--- src/design/lz_token_bitstream_encoder_assert.svh ---
// assertion helpers used by the encoder back end
`ifndef LZ_TOKEN_BITSTREAM_ENCODER_ASSERT_SVH
`define LZ_TOKEN_BITSTREAM_ENCODER_ASSERT_SVH

// condition must hold at every clock edge out of reset
`define LZTBE_ASSERT_ALWAYS(label, cond, msg) \
  label: assert property (@(posedge clk) disable iff (rst) (cond)) else $error(msg);

// consequent must hold in the same cycle as the antecedent
`define LZTBE_ASSERT_IMPLY(label, ante, cons, msg) \
  label: assert property (@(posedge clk) disable iff (rst) (ante) |-> (cons)) else $error(msg);

`endif

--- src/design/lztbe_pkg.sv ---
package lztbe_pkg;

  localparam logic [1:0] ACT_LITERAL = 2'd0;
  localparam logic [1:0] ACT_MATCH   = 2'd1;
  localparam logic [1:0] ACT_FINISH  = 2'd2;
  localparam logic [1:0] ACT_UNUSED  = 2'd3;

  localparam int HELD_DEPTH = 8;

  // bits of the end marker: leading one, sixteen ones, closing zero
  localparam logic [5:0] FIN_TOTAL = 6'd18;
  localparam logic [3:0] FIN_ONES_LAST = 4'd15;

  typedef enum logic [1:0] {
    K_LIT,
    K_MATCH,
    K_FIN
  } kind_t;

  // one classified token as the back end walks it
  typedef struct packed {
    kind_t       kind;
    logic [7:0]  data;      // data byte that follows the first flag bit
    logic        long_off;  // offset-1 above 127
    logic [3:0]  off_hi;    // bits 10..7 of offset-1
    logic [15:0] val;       // low bits of gamma value
    logic        n_zero;    // gamma prefix length is zero
    logic [3:0]  nm1;       // gamma prefix length minus one
    logic [5:0]  total;     // flag bits in this token
  } desc_t;

endpackage

--- src/design/lz_token_bitstream_encoder.sv ---
// a token is written into the queue and loaded from there by the sequencer while it is idle;
//   its first flag bit follows in the bit state, after the release of any full flag byte
// the bit-serial sequencer finishes each token's flag bits, and any byte releases that fall
//   mid-token, before it loads the next token; a stalled output holds up a release
// a two-entry token queue lets the input run ahead of the sequencer
// reset clears flag count, held count, queue and output valid; held bytes are not cleared
module lz_token_bitstream_encoder (
  input  logic        clk,
  input  logic        rst,
  input  logic        in_valid,
  output logic        in_stall,
  input  logic [1:0]  action,
  input  logic [7:0]  literal_byte,
  input  logic [11:0] match_offset,
  input  logic [15:0] match_length,
  output logic        out_valid,
  input  logic        out_stall,
  output logic [7:0]  out_byte,
  output logic        run_last,
  output logic        stream_end
);

  logic             q_valid;
  lztbe_pkg::desc_t q_head;
  logic             pop;

  lztbe_front u_front (
    .clk          (clk),
    .rst          (rst),
    .in_valid     (in_valid),
    .in_stall     (in_stall),
    .action       (action),
    .literal_byte (literal_byte),
    .match_offset (match_offset),
    .match_length (match_length),
    .q_valid      (q_valid),
    .q_head       (q_head),
    .pop          (pop)
  );

  lztbe_back u_back (
    .clk        (clk),
    .rst        (rst),
    .q_valid    (q_valid),
    .q_head     (q_head),
    .pop        (pop),
    .out_valid  (out_valid),
    .out_stall  (out_stall),
    .out_byte   (out_byte),
    .run_last   (run_last),
    .stream_end (stream_end)
  );

endmodule

--- src/design/lztbe_front.sv ---
module lztbe_front (
  input  logic                clk,
  input  logic                rst,
  input  logic                in_valid,
  output logic                in_stall,
  input  logic [1:0]          action,
  input  logic [7:0]          literal_byte,
  input  logic [11:0]         match_offset,
  input  logic [15:0]         match_length,
  output logic                q_valid,
  output lztbe_pkg::desc_t    q_head,
  input  logic                pop
);

  logic [11:0]      d;
  logic [15:0]      l;
  logic [16:0]      w;
  logic [4:0]       n;
  logic             long_off;
  lztbe_pkg::desc_t dec;
  logic             push;

  lztbe_pkg::desc_t q_mem [2];
  logic             wr_ptr;
  logic             rd_ptr;
  logic [1:0]       count;

  assign d        = match_offset - 12'd1;
  assign l        = match_length - 16'd2;
  assign w        = {1'b0, l} + 17'd1;
  assign long_off = (d[11:7] != 5'd0);

  // position of the highest set bit of the gamma value
  always_comb begin
    n = 5'd0;
    for (int i = 1; i < 17; i++) begin
      if (w[i]) begin
        n = 5'(i);
      end
    end
  end

  always_comb begin
    dec          = '0;
    dec.off_hi   = d[10:7];
    dec.long_off = long_off;
    dec.val      = w[15:0];
    dec.n_zero   = (n == 5'd0);
    dec.nm1      = 4'(n - 5'd1);
    case (action)
      lztbe_pkg::ACT_LITERAL: begin
        dec.kind  = lztbe_pkg::K_LIT;
        dec.data  = literal_byte;
        dec.total = 6'd1;
      end
      lztbe_pkg::ACT_MATCH: begin
        dec.kind  = lztbe_pkg::K_MATCH;
        dec.data  = long_off ? {1'b1, d[6:0]} : d[7:0];
        dec.total = 6'd2 + {n, 1'b0} + (long_off ? 6'd4 : 6'd0);
      end
      default: begin
        dec.kind  = lztbe_pkg::K_FIN;
        dec.data  = 8'd0;
        dec.total = lztbe_pkg::FIN_TOTAL;
      end
    endcase
  end

  assign in_stall = (count == 2'd2);
  // the unused action code is taken and dropped
  assign push     = in_valid && !in_stall && (action != lztbe_pkg::ACT_UNUSED);
  assign q_valid  = (count != 2'd0);
  assign q_head   = q_mem[rd_ptr];

  always_ff @(posedge clk) begin
    if (rst) begin
      wr_ptr <= 1'b0;
      rd_ptr <= 1'b0;
      count  <= 2'd0;
    end else begin
      if (push) begin
        q_mem[wr_ptr] <= dec;
        wr_ptr        <= !wr_ptr;
      end
      if (pop) begin
        rd_ptr <= !rd_ptr;
      end
      count <= count + {1'b0, push} - {1'b0, pop};
    end
  end

endmodule

--- src/design/lztbe_back.sv ---
`include "lz_token_bitstream_encoder_assert.svh"

module lztbe_back (
  input  logic             clk,
  input  logic             rst,
  input  logic             q_valid,
  input  lztbe_pkg::desc_t q_head,
  output logic             pop,
  output logic             out_valid,
  input  logic             out_stall,
  output logic [7:0]       out_byte,
  output logic             run_last,
  output logic             stream_end
);

  typedef enum logic [1:0] {
    S_IDLE,
    S_BIT,
    S_REL
  } state_t;

  typedef enum logic [2:0] {
    P_FIRST,
    P_OFFS,
    P_ONES,
    P_ZERO,
    P_VAL,
    P_FONES,
    P_FZERO
  } phase_t;

  state_t           state;
  phase_t           phase;
  lztbe_pkg::desc_t cur;
  logic [3:0]       cnt;
  logic [5:0]       rem;
  logic [7:0]       flag_bits;
  logic [3:0]       fc;
  logic [3:0]       hc;
  logic [7:0]       held [lztbe_pkg::HELD_DEPTH];
  logic [3:0]       ri;
  logic             rel_flush;
  logic             rel_tok_last;

  logic             bit_val;
  logic             can_emit;
  logic             rel_done;
  logic [2:0]       rd_idx;
  logic [7:0]       flag_out;

  always_comb begin
    case (phase)
      P_FIRST: bit_val = (cur.kind != lztbe_pkg::K_LIT);
      P_OFFS:  bit_val = cur.off_hi[cnt[1:0]];
      P_ONES:  bit_val = 1'b1;
      P_ZERO:  bit_val = 1'b0;
      P_VAL:   bit_val = cur.val[cnt];
      P_FONES: bit_val = 1'b1;
      P_FZERO: bit_val = 1'b0;
      default: bit_val = 1'b0;
    endcase
  end

  assign pop      = (state == S_IDLE) && q_valid;
  assign can_emit = !out_valid || !out_stall;
  assign rel_done = (ri == hc);
  assign rd_idx   = 3'(ri - 4'd1);
  // final partial flag byte goes out left-aligned
  assign flag_out = rel_flush ? (flag_bits << (4'd8 - fc)) : flag_bits;

  always_ff @(posedge clk) begin
    if (rst) begin
      state      <= S_IDLE;
      phase      <= P_FIRST;
      fc         <= 4'd0;
      hc         <= 4'd0;
      flag_bits  <= 8'd0;
      out_valid  <= 1'b0;
      run_last   <= 1'b0;
      stream_end <= 1'b0;
    end else begin
      // in release the next byte takes over the output register instead
      if (out_valid && !out_stall && (state != S_REL)) begin
        out_valid <= 1'b0;
      end
      case (state)
        S_IDLE: begin
          if (q_valid) begin
            cur   <= q_head;
            rem   <= q_head.total;
            phase <= P_FIRST;
            state <= S_BIT;
          end
        end
        S_BIT: begin
          if (fc == 4'd8) begin
            // full flag byte waits for the ninth bit before it goes out
            state        <= S_REL;
            ri           <= 4'd0;
            rel_flush    <= 1'b0;
            rel_tok_last <= (cur.kind != lztbe_pkg::K_FIN) && (rem <= 6'd8);
          end else begin
            flag_bits <= {flag_bits[6:0], bit_val};
            fc        <= fc + 4'd1;
            rem       <= rem - 6'd1;
            if (phase == P_FIRST) begin
              held[hc[2:0]] <= cur.data;
              hc            <= hc + 4'd1;
            end
            case (phase)
              P_FIRST: begin
                if (cur.kind == lztbe_pkg::K_FIN) begin
                  phase <= P_FONES;
                  cnt   <= lztbe_pkg::FIN_ONES_LAST;
                end else if (cur.long_off) begin
                  phase <= P_OFFS;
                  cnt   <= 4'd3;
                end else begin
                  phase <= cur.n_zero ? P_ZERO : P_ONES;
                  cnt   <= cur.nm1;
                end
              end
              P_OFFS: begin
                if (cnt == 4'd0) begin
                  phase <= cur.n_zero ? P_ZERO : P_ONES;
                  cnt   <= cur.nm1;
                end else begin
                  cnt <= cnt - 4'd1;
                end
              end
              P_ONES: begin
                if (cnt == 4'd0) begin
                  phase <= P_ZERO;
                end else begin
                  cnt <= cnt - 4'd1;
                end
              end
              P_ZERO: begin
                phase <= P_VAL;
                cnt   <= cur.nm1;
              end
              P_VAL: begin
                cnt <= cnt - 4'd1;
              end
              P_FONES: begin
                if (cnt == 4'd0) begin
                  phase <= P_FZERO;
                end else begin
                  cnt <= cnt - 4'd1;
                end
              end
              default: begin
                phase <= P_FZERO;
              end
            endcase
            if (rem == 6'd1) begin
              if (cur.kind == lztbe_pkg::K_FIN) begin
                state        <= S_REL;
                ri           <= 4'd0;
                rel_flush    <= 1'b1;
                rel_tok_last <= 1'b1;
              end else begin
                state <= S_IDLE;
              end
            end
          end
        end
        S_REL: begin
          if (can_emit) begin
            out_valid  <= 1'b1;
            out_byte   <= (ri == 4'd0) ? flag_out : held[rd_idx];
            run_last   <= rel_done && rel_tok_last;
            stream_end <= rel_done && rel_flush;
            if (rel_done) begin
              fc <= 4'd0;
              hc <= 4'd0;
              if (rel_flush) begin
                flag_bits <= 8'd0;
                state     <= S_IDLE;
              end else begin
                state <= S_BIT;
              end
            end else begin
              ri <= ri + 4'd1;
            end
          end
        end
        default: begin
          state <= S_IDLE;
        end
      endcase
    end
  end

  `LZTBE_ASSERT_ALWAYS(a_fc_range, fc <= 4'd8, "flag bit count above eight")
  `LZTBE_ASSERT_ALWAYS(a_held_le_flags, hc <= fc, "more held bytes than flag bits")
  `LZTBE_ASSERT_IMPLY(a_rel_index, state == S_REL, ri <= hc, "release index past held bytes")
  `LZTBE_ASSERT_IMPLY(a_end_is_last, out_valid && stream_end, run_last,
                      "stream end without run last")

endmodule

--- config.mk ---
export PLATFORM = sky130hd
export DESIGN_NAME = lz_token_bitstream_encoder
export DESIGN_NICKNAME = d
export VERILOG_FILES = /design/src/design/lztbe_pkg.sv /design/src/design/lz_token_bitstream_encoder.sv /design/src/design/lztbe_front.sv /design/src/design/lztbe_back.sv
export VERILOG_INCLUDE_DIRS = /design/src /design/src/design
export SDC_FILE = /design/constraint.sdc
export NUM_CORES = 1
export LEC_CHECK = 0
export ABC_CLOCK_PERIOD_IN_PS = 11200
export BUFFER_PORTS_ARGS = -buffer_cell sky130_fd_sc_hd__buf_2
export CAP_MARGIN = 20
export CORE_MARGIN = 3
export CORE_UTILIZATION = 45
export DETAILED_ROUTE_END_ITERATION = 8
export MAX_ROUTING_LAYER = met4
export PLACE_DENSITY = 0.69
export REMOVE_ABC_BUFFERS = 1
export SKIP_LAST_GASP = 1
export SLEW_MARGIN = 10
export SYNTH_ARGS = -nofsm -noshare
export SYNTH_HDL_FRONTEND = slang
export SYNTH_SLANG_ARGS = --single-unit
--- constraint.sdc ---
create_clock -name clk -period 11.2 [get_ports clk]
set_clock_uncertainty 0.1 [all_clocks]
set_input_delay 0.56 -clock clk [delete_from_list [all_inputs] [get_ports clk]]
set_output_delay 0.56 -clock clk [all_outputs]
set_load 0.005 [all_outputs]
==> out/metrics.cfg <==
[final_layout]
area_growth_pct = 12.36
multi_input_area_um2 = 4432
drive_gt1_frac = 0.2035
diodes = 0
ff_latch_area_um2 = 6828
nFillCells = 2178
final_nets = 1005
final_area_um2 = 13050
final_util = 0.5166

[detailed_routing]
drt_iter0_drc = 527
drt_pass1_iterations = 5
drt-wirelength-per-cell_um = 16.99
route.detailed.drc = 0
vias_per_cell = 5.535
postRouteAntennaNets = 0
wirelength_um = 21880
vias = 7129

[clock_network]
clock_latency_ns = 0.53
htree_levels = 1
cts_post_setup_buffers_inserted = 0
root_buffer = clkbuf_16
cts-resized-gates = 0
clk_pin_slew_ns = 0.06
cts_inserted_buffers = 25
cts_tree = built
clockBufferDepth = 3
cts_hold_buf = 0
numClockSinks = 237

[critical_path]
critPathKind = primary input to register
setup.worst_path.end_class = register
path_max_fanout = 8
required_ns = 11.47
worstPathArrival_ns = 4.63
startpoint_type = primary input

[floorplan]
rows = 58
ioPinCount = 54
die_w_um = 166.6
start_util = 0.4598
core_area_um2 = 25250
fp.dieArea_um2 = 27770
chipHeight_um = 166.6

[placed_design]
dp_hpwl_um = 14920
gp_congestion = 0.9091
post_dp_cell_area_um2 = 12150
numPortBuffers = 53
pre_cts_slack_ns = 6.319

[grt]
grt_usage = 0.1599
grt_start_max_net_pins = 45
grt_pass1_wl_um = 36130
antenna_found_initial = 0
grt_pass1_vias = 6937
grt.overflow.total = 0

[synth]
yosysMostFrequentCell = edfxtp_1
synthArstFlopShare = 0
synthTopCellsByArea = edfxtp_1 (54%), dfxtp_1 (5.0%), mux4_2 (4.8%), mux2_2 (3.7%), nor2_1 (2.5%)
netlist_area_um2 = 11610
ys_top_cells_by_count = edfxtp_1 (208), nor2_1 (77), a21oi_1 (50)
yosys_warnings = 0
syn_inst = 900
ys_seq_area_frac = 0.5879
synth_cell_types = 81
synth-seq-cells = 237
ys.flop_type = edfxtp_1
synth_largest_area_cell = edfxtp_1
synth_edf_count = 208
synth_top_area_frac = 0.5379
syn_avg_cell_area_um2 = 12.90

[power]
vdd_ir_drop_max_mv = 0.1046
power_mw = 2.535
p_leak_nw = 4.449
power.density_nw_per_um2 = 194.3

[timing]
finalCritPeriodShare = 0.3900
setup_viol = 0
setup_slack_ns = 6.832
rsz0062_at_grt = false
slew_violations = 0
fin_crit_ns = 4.368
slew_headroom = 0.3026
fmax_ghz = 0.2289
hold_viol = 0
worstMarginPinSlew_ns = 1.044
setup_tns_ns = 0

[status]
status = finished, final reports clean

[flow_run]
maxCapViolCount = 0

[min_path]
min_path_type = primary input to register

## worst paths after layout
check,start,to,slack (ns),cells past startpoint
max,match_length[1],u_front.q_mem[0][5],6.83,14
min,match_offset[10],u_front.q_mem[0][30],0.26,2
max reg2reg,u_back.fc[0],u_back.flag_bits[0],8.00,8
min reg2reg,u_back.run_last,u_back.run_last,0.34,2
## layout make-up
cell class / instances / area share
sequential: 237 / 0.5234
multi-input combinational: 570 / 0.3397
clock buffer: 30 / 0.04939
tap: 330 / 0.03165
timing repair buffer: 62 / 0.02800
clock inverter: 15 / 0.01525
inverter: 44 / 0.01266
## worst max-delay path, stage by stage
cell,delay (ns)
buf_2,0.13
inv_1,0.14
ha_1,0.33
or4b_1,0.65
a2111oi_4,0.31
o21ai_2,0.19
a2111oi_4,0.38
xnor2_1,0.28
a221oi_2,0.09
o311ai_1,0.46
nand2_1,0.27
fa_1,0.50
a21o_1,0.17
a21oi_1,0.17
## flip-flops by register name, summed over array words and instances (netlist names), 2 cells and up, named ones only
register	flops
u_back.flag_bits	8
u_back.cnt	4
u_back.phase	3
u_back.fc	4
u_back.state	2
u_front.q_mem	84
u_back.ri	4
u_back.cur	36
u_back.rem	6
u_back.hc	4
u_back.out_byte	8
u_front.count	2
u_back.held	64
## placed cells by master, fill, tap and decap left out, types with 5 or more instances in the layout
cell / synthesis / routed
a21oi_1: 50 / 50
nand3_1: 17 / 17
nor3_1: 20 / 19
ha_1: 22 / 22
buf_2: 5 / 53
or2_2: 7 / 7
and2_1: 6 / 6
a31oi_1: 5 / 5
a21o_1: 7 / 7
nor4_1: 10 / 10
a211oi_1: 21 / 21
mux2i_1: 18 / 18
nand2_1: 48 / 48
nor2b_1: 14 / 14
a22oi_1: 11 / 11
clkbuf_1: 36 / 5
or3_1: 6 / 6
xor2_1: 20 / 20
mux2_2: 38 / 38
inv_1: 43 / 43
or4_1: 5 / 5
nor2_1: 77 / 76
mux4_2: 25 / 25
clkbuf_16: 0 / 25
buf_4: 0 / 7
dfxtp_1: 29 / 28
edfxtp_1: 208 / 208
o21ai_0: 16 / 16
nand2b_1: 13 / 13
xnor2_1: 29 / 29
## cell families (layout without fill, tap and decap cells)
family,after synthesis,in the layout,synth area share
AND/OR/NAND/NOR,254,254,0.1134
flip-flops,237,237,0.5879
AO/OA/AOI/OAI,161,161,0.1008
buffers and inverters,93,151,0.03190
multiplexers,81,81,0.1009
XOR/XNOR,51,51,0.03976
adder cells (fa/ha/maj),23,23,0.02543
## through the flow
| stage | hold WS [ns] | std cells |
|---|---|---|
| global placement | 0.3369 | 1240 |
| CTS | 0.2395 | 1285 |
| global route | 0.2638 | 1288 |
| finish | 0.2633 | 1288 |
| floorplan | 0.3422 | 851 |
| detailed placement | 0.3397 | 1240 |
## power by group
| part | switching (mW) | internal [mW] | leakage [nW] |
|---|---|---|---|
| clock | 0.337 | 0.506 | 0.404 |
| combinational | 0.304 | 0.228 | 1.92 |
| sequential | 0.0733 | 1.09 | 2.12 |
## metal layers
| metal | track usage | routed length (um) |
|---|---|---|
| met5 | - | 0 |
| met4 | 0.03874 | 403 |
| met3 | 0.02540 | 870 |
| met2 | 0.2495 | 10530 |
| met1 | 0.2229 | 10080 |
No activity file was read; power rests on OpenSTA's default activity.
